[config.mk]
export PLATFORM = sky130hd
export DESIGN_NAME = mwbq_core
export DESIGN_NICKNAME = d
export VERILOG_FILES = /design/src/sv/mwbq_pkg.sv /design/src/sv/mwbq_core.sv
export SDC_FILE = /design/constraint.sdc
export NUM_CORES = 1
export LEC_CHECK = 0
export BUFFER_PORTS_ARGS = -buffer_cell sky130_fd_sc_hd__buf_4
export CAP_MARGIN = 25
export CORE_MARGIN = 8
export CORE_UTILIZATION = 45
export DETAILED_ROUTE_END_ITERATION = 8
export PLACE_DENSITY = 0.68
export SLEW_MARGIN = 0
export SYNTH_ARGS = -nofsm -noshare
export SYNTH_HDL_FRONTEND = slang
export SYNTH_SLANG_ARGS = --single-unit
[constraint.sdc]
create_clock -name clock -period 16 [get_ports clock]
set_input_delay 1.6 -clock clock [delete_from_list [all_inputs] [get_ports clock]]
set_output_delay 1.6 -clock clock [all_outputs]
set_load 0.02 [all_outputs]
[src/sv/mwbq_pkg.sv]
`timescale 1ns / 1ps
`default_nettype none
package mwbq_pkg;

   localparam int MAX_WRITERS = 8;
   localparam int BATCH_DEPTH = 16;
   localparam int MAX_PENDING = 16;
   localparam int ELEM_WIDTH  = 64;

   localparam int POOL_SLOTS  = MAX_WRITERS + 2 * MAX_PENDING;
   localparam int RING_SIZE   = 2 * MAX_PENDING;
   localparam int STORE_DEPTH = POOL_SLOTS * BATCH_DEPTH;

   localparam int WID_W  = (MAX_WRITERS > 1) ? $clog2(MAX_WRITERS) : 1;
   localparam int SLOT_W = (POOL_SLOTS > 1) ? $clog2(POOL_SLOTS) : 1;
   localparam int RING_W = (RING_SIZE > 1) ? $clog2(RING_SIZE) : 1;
   localparam int FILL_W = $clog2(BATCH_DEPTH + 1);
   localparam int CNT_W  = $clog2(RING_SIZE + 1);
   localparam int PEND_W = $clog2(MAX_PENDING + 1);
   localparam int DONE_W = $clog2(MAX_WRITERS + 1);
   localparam int ADDR_W = (STORE_DEPTH > 1) ? $clog2(STORE_DEPTH) : 1;
   localparam int HELD_W = $clog2(STORE_DEPTH + 1);
   localparam int SUM_W  = RING_W + 2;

   // Field widths of the ports
   localparam int ACTION_W    = 2;
   localparam int ID_W        = 3;
   localparam int DATA_W      = 64;
   localparam int STATUS_W    = 3;
   localparam int OCC_W       = 10;
   localparam int PB_W        = 5;
   localparam int AW_W        = 4;
   localparam int LEN_W       = 5;
   localparam int LIM_W       = 5;
   localparam int CSR_INDEX_W = 2;
   localparam int CSR_DATA_W  = 5;

   typedef enum logic [ACTION_W-1:0] {
      ACT_WRITE,
      ACT_FLUSH,
      ACT_TERM,
      ACT_READ
   } action_type;

   typedef enum logic [STATUS_W-1:0] {
      ST_OK,
      ST_BLOCKED,
      ST_IGNORED,
      ST_EMPTY,
      ST_DONE
   } status_type;

   typedef enum logic [CSR_INDEX_W-1:0] {
      CSR_WRITERS,
      CSR_LENGTH,
      CSR_LIMIT
   } csr_index_type;

   typedef struct packed {
      logic [AW_W-1:0]  active_writers;
      logic [LEN_W-1:0] batch_length;
      logic [LIM_W-1:0] pending_limit;
   } cfg_type;

   typedef struct packed {
      logic                  we;
      logic                  re;
      logic [ADDR_W-1:0]     addr;
      logic [ELEM_WIDTH-1:0] wdata;
   } mem_req_type;

   typedef struct packed {
      status_type        status;
      logic              rd_ok;
      logic [HELD_W-1:0] occupancy;
      logic [PEND_W-1:0] pending;
      logic              can_read;
      logic              finished;
   } res_type;

endpackage
`default_nettype wire

[src/sv/mwbq_core.sv]
`timescale 1ns / 1ps
`default_nettype none
module mwbq_core import mwbq_pkg::*; (
   input  wire logic                  clock,
   input  wire logic                  reset,
   input  wire logic                  fire,
   input  wire logic [ACTION_W-1:0]   action,
   input  wire logic [ID_W-1:0]       writer_id,
   input  wire logic [DATA_W-1:0]     element,
   input  wire cfg_type               cfg,
   output mem_req_type                mem,
   output res_type                    res
);

   // Writer side
   logic              holds_ff [MAX_WRITERS];
   logic              holds_in [MAX_WRITERS];
   logic [SLOT_W-1:0] wslot_ff [MAX_WRITERS];
   logic [SLOT_W-1:0] wslot_in [MAX_WRITERS];
   logic [FILL_W-1:0] wfill_ff [MAX_WRITERS];
   logic [FILL_W-1:0] wfill_in [MAX_WRITERS];
   logic              done_ff  [MAX_WRITERS];
   logic              done_in  [MAX_WRITERS];
   logic              free_ff  [POOL_SLOTS];
   logic              free_in  [POOL_SLOTS];

   // Order ring: slot and fill of each handed-over batch
   logic [SLOT_W-1:0] ring_slot_ff [RING_SIZE];
   logic [FILL_W-1:0] ring_fill_ff [RING_SIZE];
   logic              ring_we;
   logic [RING_W-1:0] ring_widx;
   logic [SLOT_W-1:0] ring_wslot;
   logic [FILL_W-1:0] ring_wfill;

   // Reader side
   logic [RING_W-1:0] head_ff, head_in;
   logic [CNT_W-1:0]  count_ff, count_in;
   logic [PEND_W-1:0] pend_ff, pend_in;
   logic [FILL_W-1:0] off_ff, off_in;
   logic [SLOT_W-1:0] cur_slot_ff, cur_slot_in;
   logic [FILL_W-1:0] cur_fill_ff, cur_fill_in;
   logic              latch_ff, latch_in;
   logic [DONE_W-1:0] seen_ff, seen_in;
   logic [HELD_W-1:0] held_ff, held_in;

   logic [DONE_W-1:0] eff_w;
   logic [FILL_W-1:0] eff_len;
   logic [PEND_W-1:0] eff_lim;
   logic [WID_W-1:0]  wi;
   logic              wid_bad;
   logic              cap_fail;
   logic [SUM_W-1:0]  tail_sum;
   logic [RING_W-1:0] tail;
   logic [RING_W-1:0] head_inc;
   logic [RING_W-1:0] rd_idx;
   logic [SLOT_W-1:0] first_free;
   logic              any_free;
   logic [DONE_W-1:0] recount;
   logic              go;
   logic              need_new;
   logic [SLOT_W-1:0] slot_sel;
   logic [FILL_W-1:0] fill_sel;
   logic [CNT_W-1:0]  cnt_n;
   action_type        op;

   assign op = action_type'(action);
   assign wi = WID_W'(writer_id);

   always_comb begin
      if (cfg.active_writers == '0) begin
         eff_w = DONE_W'(1);
      end else if (32'(cfg.active_writers) > MAX_WRITERS) begin
         eff_w = DONE_W'(MAX_WRITERS);
      end else begin
         eff_w = DONE_W'(cfg.active_writers);
      end
      if (cfg.batch_length == '0) begin
         eff_len = FILL_W'(1);
      end else if (32'(cfg.batch_length) > BATCH_DEPTH) begin
         eff_len = FILL_W'(BATCH_DEPTH);
      end else begin
         eff_len = FILL_W'(cfg.batch_length);
      end
      if (cfg.pending_limit == '0 || 32'(cfg.pending_limit) > MAX_PENDING) begin
         eff_lim = PEND_W'(MAX_PENDING);
      end else begin
         eff_lim = PEND_W'(cfg.pending_limit);
      end
   end

   assign wid_bad  = 32'(writer_id) >= 32'(eff_w);
   assign cap_fail = (pend_ff >= eff_lim) ||
                     ((SUM_W'(count_ff) + SUM_W'(pend_ff)) >= SUM_W'(RING_SIZE));
   assign tail_sum = SUM_W'(head_ff) + SUM_W'(count_ff) + SUM_W'(pend_ff);
   assign tail     = (tail_sum >= SUM_W'(RING_SIZE)) ? RING_W'(tail_sum - SUM_W'(RING_SIZE))
                                                     : RING_W'(tail_sum);
   assign head_inc = (head_ff == RING_W'(RING_SIZE - 1)) ? '0 : head_ff + RING_W'(1);
   // An exhausted head batch is skipped, so the next batch sits one place on
   assign rd_idx   = (count_ff != '0) ? head_inc : head_ff;

   always_comb begin
      first_free = '0;
      any_free   = 1'b0;
      for (int i = POOL_SLOTS - 1; i >= 0; i--) begin
         if (free_ff[i]) begin
            first_free = SLOT_W'(i);
            any_free   = 1'b1;
         end
      end
   end

   always_comb begin
      recount = '0;
      for (int i = 0; i < MAX_WRITERS; i++) begin
         if (done_ff[i] && (32'(i) < 32'(eff_w))) begin
            recount = recount + DONE_W'(1);
         end
      end
   end

   always_comb begin
      holds_in    = holds_ff;
      wslot_in    = wslot_ff;
      wfill_in    = wfill_ff;
      done_in     = done_ff;
      free_in     = free_ff;
      head_in     = head_ff;
      count_in    = count_ff;
      pend_in     = pend_ff;
      off_in      = off_ff;
      cur_slot_in = cur_slot_ff;
      cur_fill_in = cur_fill_ff;
      latch_in    = latch_ff;
      seen_in     = seen_ff;
      held_in     = held_ff;
      ring_we     = 1'b0;
      ring_widx   = tail;
      ring_wslot  = wslot_ff[wi];
      ring_wfill  = wfill_ff[wi];
      mem         = '0;
      mem.wdata   = element[ELEM_WIDTH-1:0];
      res.status  = ST_OK;
      res.rd_ok   = 1'b0;
      go          = 1'b0;
      need_new    = 1'b0;
      slot_sel    = wslot_ff[wi];
      fill_sel    = wfill_ff[wi];
      cnt_n       = '0;

      if (fire) begin
         if (op == ACT_READ) begin
            if (count_ff != '0 && off_ff < cur_fill_ff) begin
               mem.re   = 1'b1;
               mem.addr = ADDR_W'(cur_slot_ff) * ADDR_W'(BATCH_DEPTH) + ADDR_W'(off_ff);
               off_in   = off_ff + FILL_W'(1);
               res.rd_ok = 1'b1;
            end else begin
               if (count_ff != '0) begin
                  // drop the exhausted batch and return its slot
                  free_in[cur_slot_ff] = 1'b1;
                  head_in = head_inc;
                  cnt_n   = count_ff - CNT_W'(1);
               end
               off_in = '0;
               if (cnt_n != '0) begin
                  count_in = cnt_n;
                  res.rd_ok = 1'b1;
               end else begin
                  // take the whole pending list
                  count_in = CNT_W'(pend_ff);
                  pend_in  = '0;
                  latch_in = 1'b0;
                  seen_in  = recount;
                  res.rd_ok = pend_ff != '0;
               end
               if (res.rd_ok) begin
                  mem.re      = 1'b1;
                  mem.addr    = ADDR_W'(ring_slot_ff[rd_idx]) * ADDR_W'(BATCH_DEPTH);
                  cur_slot_in = ring_slot_ff[rd_idx];
                  cur_fill_in = ring_fill_ff[rd_idx];
                  off_in      = FILL_W'(1);
               end
            end
            if (res.rd_ok) begin
               if (held_ff != '0) begin
                  held_in = held_ff - HELD_W'(1);
               end
            end else if (seen_in == eff_w && held_in == '0) begin
               res.status = ST_DONE;
            end else begin
               res.status = ST_EMPTY;
            end
         end else if (wid_bad) begin
            res.status = ST_IGNORED;
         end else if (op == ACT_WRITE) begin
            if (done_ff[wi]) begin
               res.status = ST_IGNORED;
            end else begin
               go       = 1'b1;
               need_new = !holds_ff[wi];
               if (holds_ff[wi] && wfill_ff[wi] >= eff_len) begin
                  if (latch_ff) begin
                     res.status = ST_BLOCKED;
                     go = 1'b0;
                  end else if (cap_fail) begin
                     latch_in   = 1'b1;
                     res.status = ST_BLOCKED;
                     go = 1'b0;
                  end else begin
                     ring_we      = 1'b1;
                     pend_in      = pend_ff + PEND_W'(1);
                     holds_in[wi] = 1'b0;
                     need_new     = 1'b1;
                  end
               end
               if (go && need_new) begin
                  if (!any_free) begin
                     res.status = ST_BLOCKED;
                     go = 1'b0;
                  end else begin
                     free_in[first_free] = 1'b0;
                     wslot_in[wi]  = first_free;
                     holds_in[wi]  = 1'b1;
                     slot_sel      = first_free;
                     fill_sel      = '0;
                  end
               end
               if (go) begin
                  if (fill_sel >= FILL_W'(BATCH_DEPTH)) begin
                     res.status = ST_BLOCKED;
                  end else begin
                     mem.we       = 1'b1;
                     mem.addr     = ADDR_W'(slot_sel) * ADDR_W'(BATCH_DEPTH) +
                                    ADDR_W'(fill_sel);
                     wfill_in[wi] = fill_sel + FILL_W'(1);
                     held_in      = held_ff + HELD_W'(1);
                  end
               end
            end
         end else begin
            if (op == ACT_TERM) begin
               done_in[wi] = 1'b1;
            end
            if (holds_ff[wi] && wfill_ff[wi] != '0) begin
               if (latch_ff) begin
                  res.status = ST_BLOCKED;
               end else if (cap_fail) begin
                  latch_in   = 1'b1;
                  res.status = ST_BLOCKED;
               end else begin
                  ring_we      = 1'b1;
                  pend_in      = pend_ff + PEND_W'(1);
                  holds_in[wi] = 1'b0;
               end
            end
         end
      end

      res.occupancy = held_in;
      res.pending   = pend_in;
      res.can_read  = count_in != '0;
      res.finished  = (seen_in == eff_w) && (held_in == '0);
   end

   always_ff @(posedge clock) begin
      if (reset) begin
         for (int i = 0; i < MAX_WRITERS; i++) begin
            holds_ff[i] <= 1'b0;
            done_ff[i]  <= 1'b0;
         end
         for (int i = 0; i < POOL_SLOTS; i++) begin
            free_ff[i] <= 1'b1;
         end
         head_ff  <= '0;
         count_ff <= '0;
         pend_ff  <= '0;
         off_ff   <= '0;
         latch_ff <= 1'b0;
         seen_ff  <= '0;
         held_ff  <= '0;
      end else begin
         holds_ff <= holds_in;
         done_ff  <= done_in;
         free_ff  <= free_in;
         head_ff  <= head_in;
         count_ff <= count_in;
         pend_ff  <= pend_in;
         off_ff   <= off_in;
         latch_ff <= latch_in;
         seen_ff  <= seen_in;
         held_ff  <= held_in;
      end
   end

   always_ff @(posedge clock) begin
      wslot_ff    <= wslot_in;
      wfill_ff    <= wfill_in;
      cur_slot_ff <= cur_slot_in;
      cur_fill_ff <= cur_fill_in;
      if (ring_we) begin
         ring_slot_ff[ring_widx] <= ring_wslot;
         ring_fill_ff[ring_widx] <= ring_wfill;
      end
   end

endmodule
`default_nettype wire

After elaboration in Yosys (flattened, before gate mapping)
Memories as Yosys holds them, arrays and structs flattened. A register that Yosys moved wholly into a read port is not among the register bits. Cells that the tools add are included.

Equality and inequality tests: 13. Bitwise operators: 16. Order comparisons: 24. Add/sub/neg operators: 20. Reduce and logical (&&, ||, !) cells: 46. Mux-type cells: 272.

Operators with widths (count): $mux W6 (58); $mux W40 (8); $mux W10 (15); $mux W5 (28); $mux W1 (109); $mux W8 (13); $mux W4 (16); $bwmux W48 (1); $and A40 B40 Y40 (1); $bwmux W40 (1); $not A40 Y40 (1); $or A40 B40 Y40 (1); $mux W3 (11); $add A4 B1 Y4 const B (7); $mux W11 (2); $reduce_and A7 Y1 (3); $add A10 B5 Y10 (2); $add A5 B1 Y5 const B (4); $logic_not A10 Y1 (2); $bmux W6 S3 (1); $demux W6 S3 (1); $reduce_bool A6 Y1 (3); $logic_and A1 B1 Y1 (17); $lt A3 B4 Y1 const A (4); other kinds (53) (82).

Word-level logic and storage cells: 473. Output and inout port bits: 97. RAM bits: 352. Memories: 2. Register bits: 186.

Memory list: ring_slot_ff (words 32, bits a word 6, rd ports 1, clocked after Yosys merged registers in 0, write ports 1, line mwbq_core.sv:28) `logic [SLOT_W-1:0] ring_slot_ff [RING_SIZE];`; ring_fill_ff (words 32, bits a word 5, rd ports 1, clocked after Yosys merged registers in 1, write ports 1, line mwbq_core.sv:29) `logic [FILL_W-1:0] ring_fill_ff [RING_SIZE];`.

Longest topological paths before layout
Gate-level depths: netlist of run 1.

Depth after elaboration: 57. Mapped depth: 30. Gate-level depth less buffers: 28.

Worst setup path after synthesis of run 1
OpenSTA, ideal clock, no wires.

Path kind: input port to output port. From: in cfg[13] in the netlist's numbering. To: out res[20] in the netlist's numbering. Arrival time: 6.702 ns. Data required time: 14.400 ns. Path slack: 7.698 ns. Stages on the path: 28. Buffers on the path: 2. Path through: buf_2 > buf_1 > o31ai_1 > inv_1 > ha_1 > xnor2_1 > ha_1 > nand2_1 > nand2_1 > ha_1 > a21oi_1 > a31oi_1 > ha_1 > nand2_1 > a21boi_1 > inv_1 > ha_1 > nor2_1 > a21oi_1 > ha_1 > nand3_1 > nand2_1 > xnor3_1 > nand3_1 > a211oi_1 > o21ai_0 > a211oi_1 > nor3b_1.

RTL lines: from (decl) (line mwbq_core.sv:10) `input wire cfg_type cfg,`; to (decl) (line mwbq_core.sv:12) `output res_type res`.

==> key figures, run 1 <==
Run status
  • Outcome: complete, no violations

Finish
  • Area grow syn2layout: 12.1%
  • Fill count: 4,792
  • # diodes: 0
  • Nets@finish: ~2,100
  • Design area: a little under 30,000 µm²
  • Share of layout cells above drive strength 1: a little under a fifth

Global routing
  • Grt ovf: 0
  • GR Util met1: 24.8%
  • Met3 GRT Util: roughly 3.7%
  • Gr usage total: approximately a fifth
  • GRT met2 Usage: a little under a third
  • Largest net degree at the start of global routing: between 90 and 100
  • Global-route wire length before repair: 98,100 µm
  • Vias in the first global route: approximately 16,000
  • Initial antenna violation count: 0
  • Top Usage Layer GRT: met2

Setup path
  • Slowest-stage cell, CP: a21boi_1
  • Max FO, Critical Path: 20
  • Critical Path RT: approximately 14 ns
  • CP arrival: slightly above 7 ns
  • Critical path's largest stage delay: between 0.4 and 0.5 ns
  • CP most frequent cell: ha_1
  • Setup CP Type: primary input to output port
  • Startpoint types: primary input
  • CP endpoint kind: output port

Timing
  • Max Slew Vio Count: 0
  • Hold_ws: ~0.5 ns
  • Period minus WS final: between 8 and 9 ns
  • Final Setup Violations: 0
  • RSZ-0062 raised after global routing: false
  • Worst slew margin: 28.4%
  • Period utilization: 54.6%
  • Fmax: 114 MHz
  • Least-Margin Pin Slew: 1.07 ns
  • Final TNS setup: 0 ns
  • Final Hold Vio Count: 0
  • Layout Skew: roughly 0.042 ns

Synthesis
  • Synth unique cells: 98
  • Mapped Area: about 26,000 µm²
  • Post-synthesis cell count: around 2,000
  • Largest area contributor in the netlist: edfxtp_1
  • Synth top area share: a little over half
  • Post-synth EDFFs: roughly 450
  • Top-count cell post-synth: edfxtp_1
  • Post-Synthesis Net Count: 2,089
  • Post-synth ARST share: 0%
  • Syn Area/Cell: approximately 13 µm²
  • Main synth FF type: edfxtp_1
  • Synth area leaders: edfxtp_1 52%, mux4_2 7.9%, dfxtp_1 7.1%
  • Synth top cells by count: 451 x edfxtp_1, 181 x nor2_1, 110 x nand2_1
  • Synth Register Bits: ~540
  • Post-synthesis sequential area ratio: around three fifths
  • Ys Warns: 0

CTS
  • Hold buffer count at CTS: 0
  • Max Buffers Root-to-Sink: 3
  • Clock transition at the registers of the reported paths: about 0.06 ns
  • Sink Count: 543
  • Post-CTS sizing: 0
  • H-tree depth: 2
  • Cell at the root of the clock tree: clkbuf_16
  • TritonCTS clock tree: yes
  • Total CTS buffers: between 50 and 60
  • Clock Latency Late Sink: 0.63 ns
  • Post-CTS setup buffer count: 0

Drt
  • Via count: between 15,000 and 20,000
  • Final wirelength: 64,500 µm
  • Initial DRC Count: around 1,500
  • Drt via density: 5.97
  • Post-route ant nets: 0
  • DR pass1 iterations: 5
  • Drt drc: 0
  • DR WL/cell: ~23 µm

Min path
  • Worst Hold Class: flip-flop to flip-flop

Power
  • Combinational Power Share: roughly a tenth
  • Clock share of power: 43.8%
  • Max VDD drop: roughly 0.11 mV
  • Net Sw Power: approximately 780 µW
  • P per Cell Area: 116 nW/µm²
  • Leak Pwr: 0.0102 µW
  • Sequential power share: roughly 46%
  • Internal: roughly 2600 µW
  • Net Sw Frac: between 20% and 30%

Floorplan
  • Die footprint: approximately 65,000 µm²
  • I/O pin cnt: about 180
  • Die Wd: roughly 260 µm
  • Effective utilization at floorplan: between 40% and 50%
  • Core Area: around 57,000 µm²
  • Cell row count: 88
  • Height of the die: around 260 µm

Place
  • Port Buffers: 54
  • Hpwl dp: roughly 44,000 µm
  • Dpl cell area: about 27,000 µm²
  • Gp weighted congestion: between 0.9 and 1

Flow run
  • Max_cap viols: 0
-- layer usage --
layer / vias up / wire [µm]
li1: 7415 / -
met1: 8304 / 26400
met2: 674 / 31100
met3: 163 / 4630
met4: 0 / 2400
met5: - / 0
-- power by group through the flow --
stage / Clock [µW] / Sequential [µW] / Combinational (µW)
CTS: 1500 / 1550 / 344
detailed placement: 0 / 1580 / 343
global placement: 0 / 1580 / 338
global route: 1550 / 1550 / 370
floorplan: 0 / 1570 / 273
finish: 1470 / 1550 / 345
-- state kept, by name, indices dropped and copies added, names as in the netlist --
signal and flops:
ring_fill_ff 160, wslot_ff 48, cur_fill_ff 5, holds_ff 8, count_ff 6, wfill_ff 40, held_ff 10, pend_ff 5
latch_ff 1, free_ff 40, done_ff 8, seen_ff 4, off_ff 5, ring_slot_ff 192, cur_slot_ff 6, head_ff 5
-- critical path, delay by kind of cell --
kind / cells / cell delay (ns)
simple gates: 7 / 0.65
buf+inv: 4 / 0.51
fa+ha+maj: 6 / 1.74
xor+xnor: 2 / 0.57
compound gates: 10 / 2.05
-- cells in the final DEF (no fill, tap or decap), types with 7 or more instances in the layout --
master     count
edfxtp_1     451
nor2_1       181
nand2_1      110
a21oi_1      107
dfxtp_1       92
mux4_2        91
buf_4         87
inv_1         58
mux2i_1       58
clkbuf_16     58
o21ai_0       53
ha_1          51
nand3_1       42
nor3_1        34
a211oi_1      30
xnor2_1       25
mux2_2        25
a22oi_1       22
and3_1        20
xor2_1        20
nor2b_1       19
nand2b_1      19
nand4_1       19
nor4_1        17
or2_2         17
buf_6         17
and2_1        16
a31oi_1       14
bufinv_16     14
o21bai_1      13
a21o_1        11
o21ai_1       11
clkbuf_1      10
o211ai_1       9
clkinv_2       9
or4_1          7
o21a_1         7
a22o_1         7
-- layout make-up --
cell class	count	area, µm²	share of cell area, %
tap	765	957	3.30
inverter	59	221	0.763
multi-input combinational	1188	9380	32.3
timing repair buffer	111	966	3.33
clock buffer	69	1500	5.18
sequential	543	15400	53.0
clock inverter	39	609	2.10
-- per-stage QoR --
| stage | power (µW) | cells | utilization [%] | setup WS, ns |
|---|---|---|---|---|
| 2_1_floorplan | 1850 | 1946 | - | 7.70 |
| 3_3_place_gp | 1910 | 2632 | 46.3 | 7.51 |
| 3_5_place_dp | 1920 | 2655 | 46.8 | 7.36 |
| 4_1_cts | 3390 | 2763 | 50.4 | 7.37 |
| 5_1_grt | 3470 | 2774 | 50.7 | 6.84 |
| 6_report | 3360 | 2774 | 50.7 | 7.27 |
-- final timing paths --
check,startpoint,endpoint,slack [ns],cells after the start
worst max-delay path,cfg[13],res[19],7.27,29
worst min-delay path,holds_ff[1],holds_ff[1],0.50,2
worst max register to register,wfill_ff[26],ring_fill_ff[7][1],10.61,16
worst min register to register,holds_ff[1],holds_ff[1],0.50,2
-- cell families after synthesis --
logic type | count (synthesis) | share of synthesized area, %
AND/OR/NAND/NOR | 549 | 10.6
flip-flops | 543 | 59.4
AO/OA/AOI/OAI | 355 | 9.13
buffers and inverters | 215 | 4.47
multiplexers | 178 | 11.5
adder cells (fa/ha/maj) | 57 | 2.93
XOR/XNOR | 49 | 1.85
(Power assumes the default switching activity.)
==> run 2, diff against run 1 <==
--- a/config.mk
+++ b/config.mk
@@ -5,12 +5,13 @@
 export SDC_FILE = /design/constraint.sdc
 export NUM_CORES = 1
 export LEC_CHECK = 0
+export ABC_AREA = 1
 export BUFFER_PORTS_ARGS = -buffer_cell sky130_fd_sc_hd__buf_4
 export CAP_MARGIN = 25
 export CORE_MARGIN = 8
 export CORE_UTILIZATION = 45
 export DETAILED_ROUTE_END_ITERATION = 8
-export PLACE_DENSITY = 0.68
+export PLACE_DENSITY = 0.71
 export SLEW_MARGIN = 0
 export SYNTH_ARGS = -nofsm -noshare
 export SYNTH_HDL_FRONTEND = slang
==> constraint.sdc (replaced) <==
create_clock -name clock -period 7.4 [get_ports clock]
set_input_delay 0.74 -clock clock [delete_from_list [all_inputs] [get_ports clock]]
set_output_delay 0.74 -clock clock [all_outputs]
set_load 0.02 [all_outputs]
==> run 2 against run 1 <==
  * Via count is 17% higher
  * Count of clock-buffer cells in the layout is 8 lower
  * Synthesized area hardly changed
  * First-iteration DRC count is 52% higher
  * Sequential share of layout area is 0.60 points higher
  * Critical path depth is 1 lower
==> key figures, run 2 <==
Min path
  • Worst Hold Class: flip-flop to flip-flop
  • Hold path cells: 2

Setup path
  • Crit path depth: 28
  • CP endpoint kind: output port
  • Max FO, Critical Path: 16
  • Critical path's largest stage delay: between 0.5 and 0.6 ns
  • Worst reg2reg path depth: 17
  • CP arrival: around 5.9 ns
  • Slowest-stage cell, CP: or4_1
  • Bufs and invs on worst path: 6
  • Setup CP Type: primary input to output port
  • Startpoint types: primary input
  • Family with the most delay on the worst path: simple AND/OR/NAND/NOR gates
  • Critical Path RT: around 6.7 ns

Finish
  • Max reg flops: 192
  • Finished Core Util: about 50%
  • Top reg by flops: ring_slot_ff
  • Largest regs: ring_slot_ff: 192 flops, ring_fill_ff: 160 flops, wslot_ff: 48 flops
  • Nets@finish: 2,649
  • Area grow syn2layout: 10.9%
  • Non-Filler Instances: 3,314
  • # diodes: 0
  • Design area: 28,700 µm²
  • Commonest cells after routing, fill and taps aside: 451 x edfxtp_1, 364 x nor2_1, 285 x nand2_1, 235 x o21ai_0, 224 x inv_1
  • Share of layout cells above drive strength 1: 10.4%
  • Commonest non-fill, non-tap cell in the layout: edfxtp_1

Global routing
  • Gr usage total: about 21%
  • Initial antenna violation count: 2
  • Largest net degree at the start of global routing: between 150 and 200
  • Vias in the first global route: around 19,000
  • Global-route wire length before repair: roughly 110,000 µm
  • Grt ovf: 0

CTS
  • Sink Count: between 500 and 600
  • Total CTS buffers: between 50 and 60
  • Clock Latency Late Sink: between 0.6 and 0.7 ns
  • Post-CTS sizing: 0
  • Hold buffer count at CTS: 0
  • Clock transition at the registers of the reported paths: ~0.070 ns
  • Cell at the root of the clock tree: clkbuf_16
  • Max Buffers Root-to-Sink: 3
  • Post-CTS setup buffer count: 0
  • H-tree depth: 2
  • TritonCTS clock tree: yes

Drt
  • Post-route ant nets: 0
  • Final wirelength: slightly above 70,000 µm
  • DR WL/cell: roughly 21 µm
  • Initial DRC Count: between 2,000 and 2,500
  • Drt drc: 0
  • DR pass1 iterations: 6
  • Drt via density: just under 6
  • Via count: a little under 20,000

Floorplan
  • Core Area: 57,300 µm²
  • Height of the die: between 200 and 300 µm
  • Effective utilization at floorplan: a little under half
  • I/O pin cnt: ~180
  • Die Wd: between 200 and 300 µm
  • Cell row count: about 90
  • Die footprint: approximately 65,000 µm²

Place
  • Dpl cells: approximately 3,200
  • Dpl cell area: approximately 27,000 µm²
  • Port Buffers: 54
  • Gp weighted congestion: 0.935
  • Hpwl dp: between 40,000 and 50,000 µm

Synthesis
  • Synth top cells by count: 451 x edfxtp_1, 365 x nor2_1, 286 x nand2_1
  • Synth top area share: 52.4%
  • Mapped Area: 25,900 µm²
  • Syn Area/Cell: roughly 10 µm²
  • Post-synthesis cell count: around 2,500
  • Post-synthesis sequential area ratio: 59.5%
  • Synth unique cells: ~70
  • Synth Register Bits: about 540
  • Largest area contributor in the netlist: edfxtp_1
  • Post-synth ARST share: 0%
  • Main synth FF type: edfxtp_1
  • Post-Synthesis Net Count: around 2,700
  • Post-synth EDFFs: between 400 and 500
  • Synth area leaders: edfxtp_1 52%, dfxtp_1 7.1%, nor2_1 5.3%
  • Top-count cell post-synth: edfxtp_1
  • Ys Warns: 0

Timing
  • Final TNS setup: 0 ns
  • Final Hold Vio Count: 0
  • Period minus WS final: 6.67 ns
  • Period utilization: 90.1%
  • RSZ-0062 raised after global routing: false
  • Least-Margin Pin Slew: ~1.1 ns
  • Layout Skew: roughly 0.073 ns
  • Worst slew margin: a little over a quarter
  • Max Slew Vio Count: 0
  • Final Setup Violations: 0
  • Fmax: between 100 and 150 MHz

Flow run
  • Max_cap viols: 0

Run status
  • Outcome: complete, no violations

Power
  • P per Cell Area: roughly 260 nW/µm²
  • Leak Pwr: 0.0107 µW
  • Max VDD drop: approximately 0.27 mV
==> run 2: power breakdown <==
group          internal (µW)  switching, µW  total [µW]
registers               3330           19.4        3350
clock network           1580           1210        2780
logic                    331            869        1200
==> run 2: metrics by stage <==
step           total power (µW)  hold slack, ns  worst slack, ns
2_1_floorplan              4220           0.446             1.47
6_report                   7340           0.484            0.732
5_1_grt                    7580           0.504            0.375
3_3_place_gp               4560           0.460            0.828
3_5_place_dp               4590           0.472            0.803
4_1_cts                    7350           0.482            0.798
==> run 2: cell families after synthesis <==
group,Yosys count,synth area share (%)
fa+ha+maj,57,2.93
simple gates,832,13.7
mux,3,0.116
flops,543,59.5
compound gates,622,15.6
xor+xnor,32,1.20
buf+inv,418,7.06
==> run 2: final timing paths <==
check	from	end	slack (ns)
min reg2reg	latch_ff	latch_ff	0.48
max reg2reg	pend_ff[0]	ring_fill_ff[16][1]	2.39
max	cfg[0]	res[0]	0.73
min	latch_ff	latch_ff	0.48
==> run 2: layout make-up <==
cell class,count,area (µm²)
Clock buffer,61,1400
Clock inverter,38,405
Fill cell,5075,28600
Inverter,240,910
Multi-Input combinational cell,1546,8690
Sequential cell,543,15400
Tap cell,765,957
Timing Repair Buffer,121,947
==> run 2: worst reg2reg max path, stage by stage (launching register included) <==
cell,delay [ns]
dfxtp_1,0.48
inv_1,0.23
ha_1,0.34
inv_1,0.05
a21boi_0,0.08
o21a_1,0.18
o21a_1,0.16
o21ai_0,0.34
nand3b_1,0.23
nor2_1,0.18
inv_1,0.22
nor3_2,0.35
inv_1,0.09
nor2_1,0.22
nand2_1,0.23
nor2_1,0.27
nand2_1,0.24
nor2_1,0.79
==> run 2: per-layer routing <==
layer	GRT usage [%]	vias up	share of wire (%)
met4	9.92	2	4.9
met5	0.375	-	0.045
met1	27.0	9337	41
li1	-	8871	-
met2	33.2	947	46
met3	3.75	235	8.6
